**config.mk**
```make
export PLATFORM = sky130hd
export DESIGN_NAME = brightness_limit_request_arbiter_unit
export DESIGN_NICKNAME = d
export VERILOG_FILES = /design/src/hw/rtl/brla_pkg.sv /design/src/hw/rtl/brla_ctrl.sv /design/src/hw/rtl/brla_dp.sv /design/src/hw/rtl/brightness_limit_request_arbiter_unit.sv
export SDC_FILE = /design/constraint.sdc
export NUM_CORES = 1
export LEC_CHECK = 0
export ABC_AREA = 1
export ABC_CLOCK_PERIOD_IN_PS = 4130
export BUFFER_PORTS_ARGS = -buffer_cell sky130_fd_sc_hd__buf_4
export CAP_MARGIN = 5
export CORE_MARGIN = 3
export CORE_UTILIZATION = 45
export DETAILED_ROUTE_END_ITERATION = 6
export SLEW_MARGIN = 10
export SYNTH_ARGS = -nofsm -noshare
export SYNTH_HDL_FRONTEND = slang
export SYNTH_SLANG_ARGS = --single-unit
```
**constraint.sdc**
```tcl
create_clock -name clk -period 4.13 [get_ports clk]
set_input_delay 0.826 -clock clk [delete_from_list [all_inputs] [get_ports clk]]
set_output_delay 0.826 -clock clk [all_outputs]
set_load 0.02 [all_outputs]
```
**src/hw/rtl/brla_pkg.sv**
```systemverilog
// Shared types, codes and widths for the brightness limit request arbiter.
`timescale 1ns / 1ps

package brla_pkg;

  // Field widths
  localparam int IDX_W      = 8;
  localparam int REQR_W     = 4;
  localparam int TYPE_W     = 2;
  localparam int CFG_IDX_W  = 2;
  localparam int CFG_DATA_W = 8;

  // Stream widths, tdata padded to whole bytes
  localparam int IN_TDATA_W  = 8;
  localparam int IN_TUSER_W  = TYPE_W;
  localparam int OUT_TDATA_W = 24;

  // Default slot count
  localparam int REQUESTERS_DEF = 16;

  typedef logic [TYPE_W-1:0]    req_type_t;
  typedef logic [CFG_IDX_W-1:0] cfg_idx_t;

  // Request kinds
  localparam req_type_t REQ_LIMIT   = 2'd0;
  localparam req_type_t REQ_UNLIMIT = 2'd1;
  localparam req_type_t REQ_COMMIT  = 2'd2;
  localparam req_type_t REQ_CLEAR   = 2'd3;

  // Register indexes
  localparam cfg_idx_t CFG_SUPPORTED = 2'd0;
  localparam cfg_idx_t CFG_UPPER     = 2'd1;
  localparam cfg_idx_t CFG_LOWER     = 2'd2;
  localparam cfg_idx_t CFG_USER_PREF = 2'd3;

  // Controller to datapath commands
  typedef struct packed {
    logic load;       // capture the input beat
    logic scan_step;  // read the next slot of the commit scan
    logic exec;       // apply the operation and load the output register
  } brla_cmd_t;

  // Datapath to controller status
  typedef struct packed {
    req_type_t req_type;   // captured request kind
    logic      scan_last;  // scan reads the final slot this cycle
    logic      out_free;   // output register can take a result
  } brla_sts_t;

endpackage

```
**src/hw/rtl/brla_ctrl.sv**
```systemverilog
// Sequencing state machine for the brightness limit request arbiter.
`timescale 1ns / 1ps

module brla_ctrl (
  input  logic                clk,
  input  logic                rst_n,
  input  logic                in_tvalid,
  output logic                in_tready,
  input  brla_pkg::brla_sts_t sts,
  output brla_pkg::brla_cmd_t cmd
);
  import brla_pkg::*;

  localparam logic [2:0] S_IDLE  = 3'd0;
  localparam logic [2:0] S_RD    = 3'd1;
  localparam logic [2:0] S_SCAN  = 3'd2;
  localparam logic [2:0] S_DRAIN = 3'd3;
  localparam logic [2:0] S_EXEC  = 3'd4;

  logic [2:0] state_r;
  logic [2:0] state_nxt;

  // Decode state into commands and next state
  always_comb begin
    state_nxt     = state_r;
    cmd           = '0;
    in_tready     = 1'b0;
    unique case (state_r)
      S_IDLE: begin
        in_tready = 1'b1;
        if (in_tvalid) begin
          cmd.load  = 1'b1;
          state_nxt = S_RD;
        end
      end
      S_RD: begin
        if (sts.req_type == REQ_COMMIT) begin
          state_nxt = S_SCAN;
        end else begin
          state_nxt = S_EXEC;
        end
      end
      S_SCAN: begin
        cmd.scan_step = 1'b1;
        if (sts.scan_last) begin
          state_nxt = S_DRAIN;
        end
      end
      S_DRAIN: begin
        state_nxt = S_EXEC;
      end
      S_EXEC: begin
        if (sts.out_free) begin
          cmd.exec  = 1'b1;
          state_nxt = S_IDLE;
        end
      end
      default: begin
        state_nxt = S_IDLE;
      end
    endcase
  end

  // Advance state
  always_ff @(posedge clk) begin
    if (!rst_n) begin
      state_r <= S_IDLE;
    end else begin
      state_r <= state_nxt;
    end
  end

  // Only one command per cycle
  a_cmd_onehot: assert property (@(posedge clk) disable iff (!rst_n)
    $onehot0({cmd.load, cmd.scan_step, cmd.exec}))
    else $error("brla_ctrl: more than one command at once");

  // A scan is never entered for anything but a commit
  a_scan_commit: assert property (@(posedge clk) disable iff (!rst_n)
    cmd.scan_step |-> sts.req_type == REQ_COMMIT)
    else $error("brla_ctrl: scan for a non-commit request");

  // Execute never overwrites a waiting result
  a_exec_free: assert property (@(posedge clk) disable iff (!rst_n)
    cmd.exec |-> sts.out_free)
    else $error("brla_ctrl: execute while output register busy");

endmodule

```
**src/hw/rtl/brla_dp.sv**
```systemverilog
// Datapath: configuration, request slot table, commit scan and output register.
`timescale 1ns / 1ps

module brla_dp #(
  parameter int REQUESTERS = brla_pkg::REQUESTERS_DEF
) (
  input  logic                         clk,
  input  logic                         rst_n,
  // configuration
  input  logic                         cfg_we,
  input  brla_pkg::cfg_idx_t           cfg_index,
  input  logic [brla_pkg::CFG_DATA_W-1:0] cfg_data,
  // input item
  input  brla_pkg::req_type_t          in_type,
  input  logic [brla_pkg::REQR_W-1:0]  in_reqr,
  // result
  output logic                         out_tvalid,
  input  logic                         out_tready,
  output logic [brla_pkg::IDX_W-1:0]   out_req_idx,
  output logic                         out_act,
  output logic [brla_pkg::IDX_W-1:0]   out_applied,
  // control
  input  brla_pkg::brla_cmd_t          cmd,
  output brla_pkg::brla_sts_t          sts
);
  import brla_pkg::*;

  localparam int SLOT_W = (REQUESTERS > 1) ? $clog2(REQUESTERS) : 1;
  localparam int EXT_W  = 9;

  typedef logic [IDX_W-1:0] idx_t;

  // Configuration registers
  logic sup_r;
  idx_t upper_r;
  idx_t lower_r;
  idx_t pref_r;

  // Request state
  logic [REQUESTERS-1:0] slot_vld_r;
  idx_t                  slot_mem [REQUESTERS];
  logic                  hbl_r;
  idx_t                  applied_r;

  // Captured item and scan state
  req_type_t          type_r;
  logic [REQR_W-1:0]  reqr_r;
  logic [SLOT_W-1:0]  cnt_r;
  logic               acc_en_r;
  idx_t               best_r;
  idx_t               rd_data_r;
  logic               rd_vld_r;

  // Output register
  logic out_vld_r;
  idx_t out_req_r;
  logic out_act_r;
  idx_t out_app_r;

  // Slot decode
  logic [EXT_W-1:0]  reqr_ext;
  logic [SLOT_W-1:0] slot;
  logic              slot_ok;
  logic [SLOT_W-1:0] rd_addr;

  // Execute results
  idx_t cur;
  idx_t pref_max;
  idx_t nxt;
  idx_t req_out;
  logic act;
  logic wr_en;
  logic vld_set;
  logic vld_clr;
  logic clr_all;
  logic hbl_set;
  logic hbl_clr;
  logic app_ld;

  assign reqr_ext = EXT_W'(reqr_r);
  assign slot     = reqr_ext[SLOT_W-1:0];
  assign slot_ok  = reqr_ext < EXT_W'(REQUESTERS);
  assign rd_addr  = cmd.scan_step ? cnt_r : slot;

  // Status to controller
  assign sts.req_type  = type_r;
  assign sts.scan_last = cnt_r == SLOT_W'(REQUESTERS - 1);
  assign sts.out_free  = !out_vld_r || out_tready;

  // Write configuration registers
  always_ff @(posedge clk) begin
    if (!rst_n) begin
      sup_r   <= 1'b0;
      upper_r <= '0;
      lower_r <= '1;
      pref_r  <= '0;
    end else if (cfg_we) begin
      unique case (cfg_index)
        CFG_SUPPORTED: sup_r   <= cfg_data[0];
        CFG_UPPER:     upper_r <= cfg_data[IDX_W-1:0];
        CFG_LOWER:     lower_r <= cfg_data[IDX_W-1:0];
        CFG_USER_PREF: pref_r  <= cfg_data[IDX_W-1:0];
        default: ;
      endcase
    end
  end

  // Capture item, step scan counter
  always_ff @(posedge clk) begin
    if (cmd.load) begin
      type_r <= in_type;
      reqr_r <= in_reqr;
    end
  end

  always_ff @(posedge clk) begin
    if (!rst_n) begin
      cnt_r    <= '0;
      acc_en_r <= 1'b0;
    end else begin
      acc_en_r <= cmd.scan_step;
      if (cmd.load) begin
        cnt_r <= '0;
      end else if (cmd.scan_step && !sts.scan_last) begin
        cnt_r <= cnt_r + SLOT_W'(1);
      end
    end
  end

  // Read one slot per cycle, registered
  always_ff @(posedge clk) begin
    rd_data_r <= slot_mem[rd_addr];
    rd_vld_r  <= slot_vld_r[rd_addr];
  end

  // Track the running maximum of the commit scan
  always_ff @(posedge clk) begin
    if (cmd.load) begin
      best_r <= upper_r;
    end else if (acc_en_r && rd_vld_r && (rd_data_r > best_r)) begin
      best_r <= rd_data_r;
    end
  end

  // Work out the operation
  always_comb begin
    cur      = rd_vld_r ? rd_data_r : upper_r;
    pref_max = (pref_r > upper_r) ? pref_r : upper_r;
    nxt      = cur;
    req_out  = '0;
    act      = 1'b0;
    wr_en    = 1'b0;
    vld_set  = 1'b0;
    vld_clr  = 1'b0;
    clr_all  = 1'b0;
    hbl_set  = 1'b0;
    hbl_clr  = 1'b0;
    app_ld   = 1'b0;
    case (type_r)
      REQ_LIMIT: begin
        req_out = upper_r;
        if (slot_ok) begin
          req_out = cur;
          if (sup_r && (cur < lower_r)) begin
            if (!hbl_r) begin
              if (applied_r < upper_r) begin
                nxt = upper_r;
              end else if (applied_r > lower_r) begin
                nxt = applied_r;
              end else begin
                nxt = (applied_r == '1) ? applied_r : applied_r + idx_t'(1);
              end
            end else begin
              nxt = (cur == '1) ? cur : cur + idx_t'(1);
            end
            wr_en   = 1'b1;
            vld_set = 1'b1;
            act     = 1'b1;
            req_out = nxt;
          end
        end
      end
      REQ_UNLIMIT: begin
        req_out = upper_r;
        if (slot_ok) begin
          if (sup_r && hbl_r && (cur > upper_r)) begin
            nxt     = (cur == pref_max) ? upper_r : cur - idx_t'(1);
            wr_en   = 1'b1;
            vld_set = 1'b1;
            act     = 1'b1;
            req_out = nxt;
          end else begin
            hbl_clr = sup_r && hbl_r;
            vld_clr = 1'b1;
          end
        end
      end
      REQ_COMMIT: begin
        if (sup_r) begin
          req_out = best_r;
          if (applied_r != best_r) begin
            app_ld  = 1'b1;
            hbl_set = 1'b1;
            act     = 1'b1;
          end else if (hbl_r && (applied_r <= upper_r)) begin
            hbl_clr = 1'b1;
          end
        end else begin
          req_out = applied_r;
        end
      end
      default: begin
        clr_all = 1'b1;
      end
    endcase
  end

  // Slot table write
  always_ff @(posedge clk) begin
    if (cmd.exec && wr_en) begin
      slot_mem[slot] <= nxt;
    end
  end

  // Slot valid bits and limiting state
  always_ff @(posedge clk) begin
    if (!rst_n) begin
      slot_vld_r <= '0;
      hbl_r      <= 1'b0;
      applied_r  <= '0;
    end else if (cmd.exec) begin
      if (clr_all) begin
        slot_vld_r <= '0;
      end else if (vld_set) begin
        slot_vld_r[slot] <= 1'b1;
      end else if (vld_clr) begin
        slot_vld_r[slot] <= 1'b0;
      end
      if (hbl_set) begin
        hbl_r <= 1'b1;
      end else if (hbl_clr) begin
        hbl_r <= 1'b0;
      end
      if (app_ld) begin
        applied_r <= best_r;
      end
    end
  end

  // Output register: load on execute, drop when taken
  always_ff @(posedge clk) begin
    if (!rst_n) begin
      out_vld_r <= 1'b0;
    end else if (cmd.exec) begin
      out_vld_r <= 1'b1;
    end else if (out_tready) begin
      out_vld_r <= 1'b0;
    end
  end

  always_ff @(posedge clk) begin
    if (cmd.exec) begin
      out_req_r <= req_out;
      out_act_r <= act;
      out_app_r <= app_ld ? best_r : applied_r;
    end
  end

  assign out_tvalid  = out_vld_r;
  assign out_req_idx = out_req_r;
  assign out_act     = out_act_r;
  assign out_applied = out_app_r;

  // A result is presented right after execute
  a_exec_out: assert property (@(posedge clk) disable iff (!rst_n)
    cmd.exec |=> out_vld_r)
    else $error("brla_dp: result missing after execute");

  // A changing commit marks the display as limited
  a_commit_hbl: assert property (@(posedge clk) disable iff (!rst_n)
    cmd.exec && app_ld |=> hbl_r && (applied_r == $past(best_r)))
    else $error("brla_dp: commit did not apply the maximum");

  // The applied index changes only through a commit
  a_applied_hold: assert property (@(posedge clk) disable iff (!rst_n)
    !(cmd.exec && app_ld) |=> $stable(applied_r))
    else $error("brla_dp: applied index changed outside commit");

endmodule

```
**src/hw/rtl/brightness_limit_request_arbiter_unit.sv**
```systemverilog
// Top level of the brightness limit request arbiter.
`timescale 1ns / 1ps

// Arbitrates display brightness limit requests from REQUESTERS slots (a higher
// index throttles more). Each input beat is a limit, unlimit, commit or
// clear-all request, and each gives exactly one result beat. Limit, unlimit
// and clear-all pass from acceptance to the result register through accept,
// slot table read and execute; commit adds a maximum search over the
// single-port slot table, which it walks one slot per cycle, and a drain step.
// One request is in flight at a time; a finished result waits in the output
// register while the next request is taken. Configuration writes are always
// ready and belong in idle periods. The slot table needs no clearing pass.
module brightness_limit_request_arbiter_unit #(
  parameter int REQUESTERS = brla_pkg::REQUESTERS_DEF
) (
  input  logic                              clk,
  input  logic                              rst_n,
  // requests
  input  logic                              in_tvalid,
  output logic                              in_tready,
  input  logic [brla_pkg::IN_TDATA_W-1:0]   in_tdata,   // [3:0] requester, [7:4] zero
  input  logic [brla_pkg::IN_TUSER_W-1:0]   in_tuser,   // [1:0] req_type
  // results
  output logic                              out_tvalid,
  input  logic                              out_tready,
  output logic [brla_pkg::OUT_TDATA_W-1:0]  out_tdata,  // [7:0] request_index,
                                                        // [8] action_taken,
                                                        // [16:9] applied_index,
                                                        // [23:17] zero
  // configuration
  input  logic                              cfg_valid,
  output logic                              cfg_ready,
  input  brla_pkg::cfg_idx_t                cfg_index,
  input  logic [brla_pkg::CFG_DATA_W-1:0]   cfg_data
);
  import brla_pkg::*;

  brla_cmd_t cmd;
  brla_sts_t sts;

  logic [IDX_W-1:0] out_req_idx;
  logic             out_act;
  logic [IDX_W-1:0] out_applied;

  assign cfg_ready = 1'b1;

  brla_ctrl u_ctrl (
    .clk       (clk),
    .rst_n     (rst_n),
    .in_tvalid (in_tvalid),
    .in_tready (in_tready),
    .sts       (sts),
    .cmd       (cmd)
  );

  brla_dp #(
    .REQUESTERS (REQUESTERS)
  ) u_dp (
    .clk         (clk),
    .rst_n       (rst_n),
    .cfg_we      (cfg_valid && cfg_ready),
    .cfg_index   (cfg_index),
    .cfg_data    (cfg_data),
    .in_type     (in_tuser[TYPE_W-1:0]),
    .in_reqr     (in_tdata[REQR_W-1:0]),
    .out_tvalid  (out_tvalid),
    .out_tready  (out_tready),
    .out_req_idx (out_req_idx),
    .out_act     (out_act),
    .out_applied (out_applied),
    .cmd         (cmd),
    .sts         (sts)
  );

  // Pack the result beat
  assign out_tdata = {{(OUT_TDATA_W - 2 * IDX_W - 1){1'b0}}, out_applied, out_act, out_req_idx};

endmodule
```
==> reports/metrics.cfg <==
[final_layout]
fin_nets=1551
fillers=2429
utilization=0.5296
seqCellArea_um2=6136
antenna-diode-count=0
area.growth.synth_to_final_pct=14.40
multi_input_area_um2=5210
final_layout_size_suffix_gt1_frac=0.1221

[global_route]
grt_overflow=0
grt_max_degree=73
grt_pass1_vias=9292
track_usage=0.2368
grt_pass1_wl_um=53730
antenna_found_initial=0

[sta]
report.final.setup_viol=0
setup-tns-final_ps=0
rsz0062_at_grt=false
tightest_slew_ps=786.8
hold_slack_ps=448.8
relSlewSlack=0.4755
min_period_ps=3700
final_hold_viol_count=0
skew_ps=11.20
slew_viol_final=0
post-route-period-util=0.8958
fmax_mhz=270.3

[clocking]
cts.sinks=227
cts_tree=done
cts-root-buf=clkbuf_16
clock_latency_ps=550
clk_pin_slew_ps=60
numCtsBuffers=26
hold_buffers=0
cts_resized=0
h-tree-depth=1
cts_setup_buffers=0
clockBufferDepth=3

[setup_path]
cp_cell_sequence=buf_4, o21ai_1, inv_2, ha_1, nand2_1, nor2_1, nand2_1, o21ai_0, nand2_1, nor2_2, inv_1, a21oi_1, nand2_1, nand2_1
slowest_stage=nand2_1
path_common_cell=nand2_1
critical_path_class=reg2reg
r2r_end=u_dp.slot_mem[2][1]
worst_setup_path_start_kind=register
reg2reg_depth=14
critPathRequiredTime_ps=4380
crit_arrival_ps=3950
max_stage_delay_ps=500
critPathCaptureType=register
reg2reg_slack_ps=430
worst-path-max-fanout=16
r2r_start=u_dp.rd_vld_r

[logic_synthesis]
synth_edf_count=159
yosysTopAreaCell=edfxtp_1
ys_top_cells_by_area=edfxtp_1 (39%), dfxtp_1 (11%), nand2_1 (7.9%)
yosysMostFrequentCell=nand2_1
syn_area_per_cell_um2=8.652
ys_ff_latch=227
synthFlopType=edfxtp_1
synth.top_cells.by_count=nand2_1 (258), edfxtp_1 (159), nor2_1 (153)
netlist_instances=1410
yosysSeqAreaShare=0.5030
ys_types=49
synth_warnings=0
synth.top_cell.area_share=0.3914
async_flop_share=0
syn_area_um2=12200

[floorplanning]
die_x_um=170.7
num_io_pins=52
row_count=59
initial_core_util=0.4629
coreArea_um2=26350
die_h_um=170.7
die_area_um2=29120

[routing]
routed_wl_um=34710
vias=10160
drc=0
detail_route.vias_per_cell=5.564
firstDrtPassIters=5
wl_per_cell_um=19.01
drt_iter0_drc=922
antenna_left=0

[pwr]
powerDensity_nw_per_um2=476.7
vdd_ir_drop_max_mv=0.3400
leakagePower_nw=5.627
finalPower_mw=6.653

[placed_design]
dp_hpwl_um=24200
place_congestion=0.9390
placement.io_buffers=39

[worst_hold_path]
hold_class=in2reg
holdPathStages=1
hold_path.startpoint=in_tdata[1]
min_to=u_dp.reqr_r[1]

[status]
outcome=completed

[job]
max_cap_violations=0

metrics by stage:
stage               area (um2)  cells  setup slack [ps]
floorplan                12220   1416             773.0
global placement         13020   1778             616.5
detailed placement       13020   1778             569.9
CTS                      13960   1826             546.7
global route             13960   1826             154.7
finish                   13960   1826             430.4
flip-flops by register name (all words and copies together), names as in the netlist:
signal,flops
u_dp.slot_mem,128
u_dp.out_tvalid,1
u_dp.lower_r,8
u_dp.applied_r,8
u_dp.sup_r,1
u_dp.rd_vld_r,1
u_dp.hbl_r,1
u_dp.slot_vld_r,16
u_dp.out_applied,8
u_dp.rd_data_r,8
u_ctrl.state_r,3
u_dp.type_r,2
u_dp.pref_r,8
u_dp.acc_en_r,1
u_dp.out_act,1
u_dp.cnt_r,4
u_dp.reqr_r,4
u_dp.upper_r,8
u_dp.best_r,8
u_dp.out_req_idx,8
cell usage in the layout (no fill, tap or decap), types with 55 or more instances in the layout:
cell and count:
nor2_1 153, inv_1 134, o21ai_0 145, dfxtp_1 68, nand2_1 258, a21oi_1 131, ha_1 55, buf_4 91
nand3_1 82, edfxtp_1 159
cell families after synthesis:
group           after synthesis  synth area share
compound gates              353            0.1655
xor+xnor                     22           0.01579
fa+ha+maj                    55           0.05641
buf+inv                     215           0.07272
flops                       227            0.5030
other cells                   2         0.0006156
simple gates                536            0.1859
final cells by class:
cell class                 count  share of cell area
timing repair buffer          91             0.04895
clock buffer                  29             0.04958
sequential                   227              0.4397
tap                          335             0.03003
clock inverter                19             0.01784
multi-input combinational    974              0.3733
inverter                     151             0.04061
routing by layer:
metal / GRT usage / up-vias / share of wire / routed length, um
met4: 0.06596 / 0 / 0.027 / 940
met1: 0.3356 / 4777 / 0.44 / 15270
li1: - / 4963 / - / -
met3: 0.03327 / 68 / 0.070 / 2428
met5: 0 / - / 0 / 0
met2: 0.3822 / 352 / 0.46 / 16070
power by group:
| group | internal (mW) | switching (mW) |
|---|---|---|
| logic | 0.452 | 1.04 |
| registers | 2.63 | 0.0729 |
| clock network | 1.47 | 0.979 |
how the worst max path moves through the flow:
stage	slack [ps]	startpoint	end	cells past startpoint
after floorplan	770	u_dp.rd_vld_r	u_dp.slot_mem[15][0]	16
after global placement	620	u_dp.rd_vld_r	u_dp.slot_mem[15][1]	14
after detailed placement	570	u_dp.rd_vld_r	u_dp.slot_mem[12][1]	14
after CTS	550	u_dp.rd_vld_r	u_dp.slot_mem[2][1]	14
after global routing	150	u_dp.rd_vld_r	u_dp.slot_mem[11][2]	14
final	430	u_dp.rd_vld_r	u_dp.slot_mem[2][1]	14
worst max-delay path, delay by kind of cell (launching register included):
kind	cells	cell delay (ps)
simple gates	7	1180
buf+inv	3	740
fa+ha+maj	1	330
flops	1	310
compound gates	3	830
No activity file was read; power rests on OpenSTA's default activity.
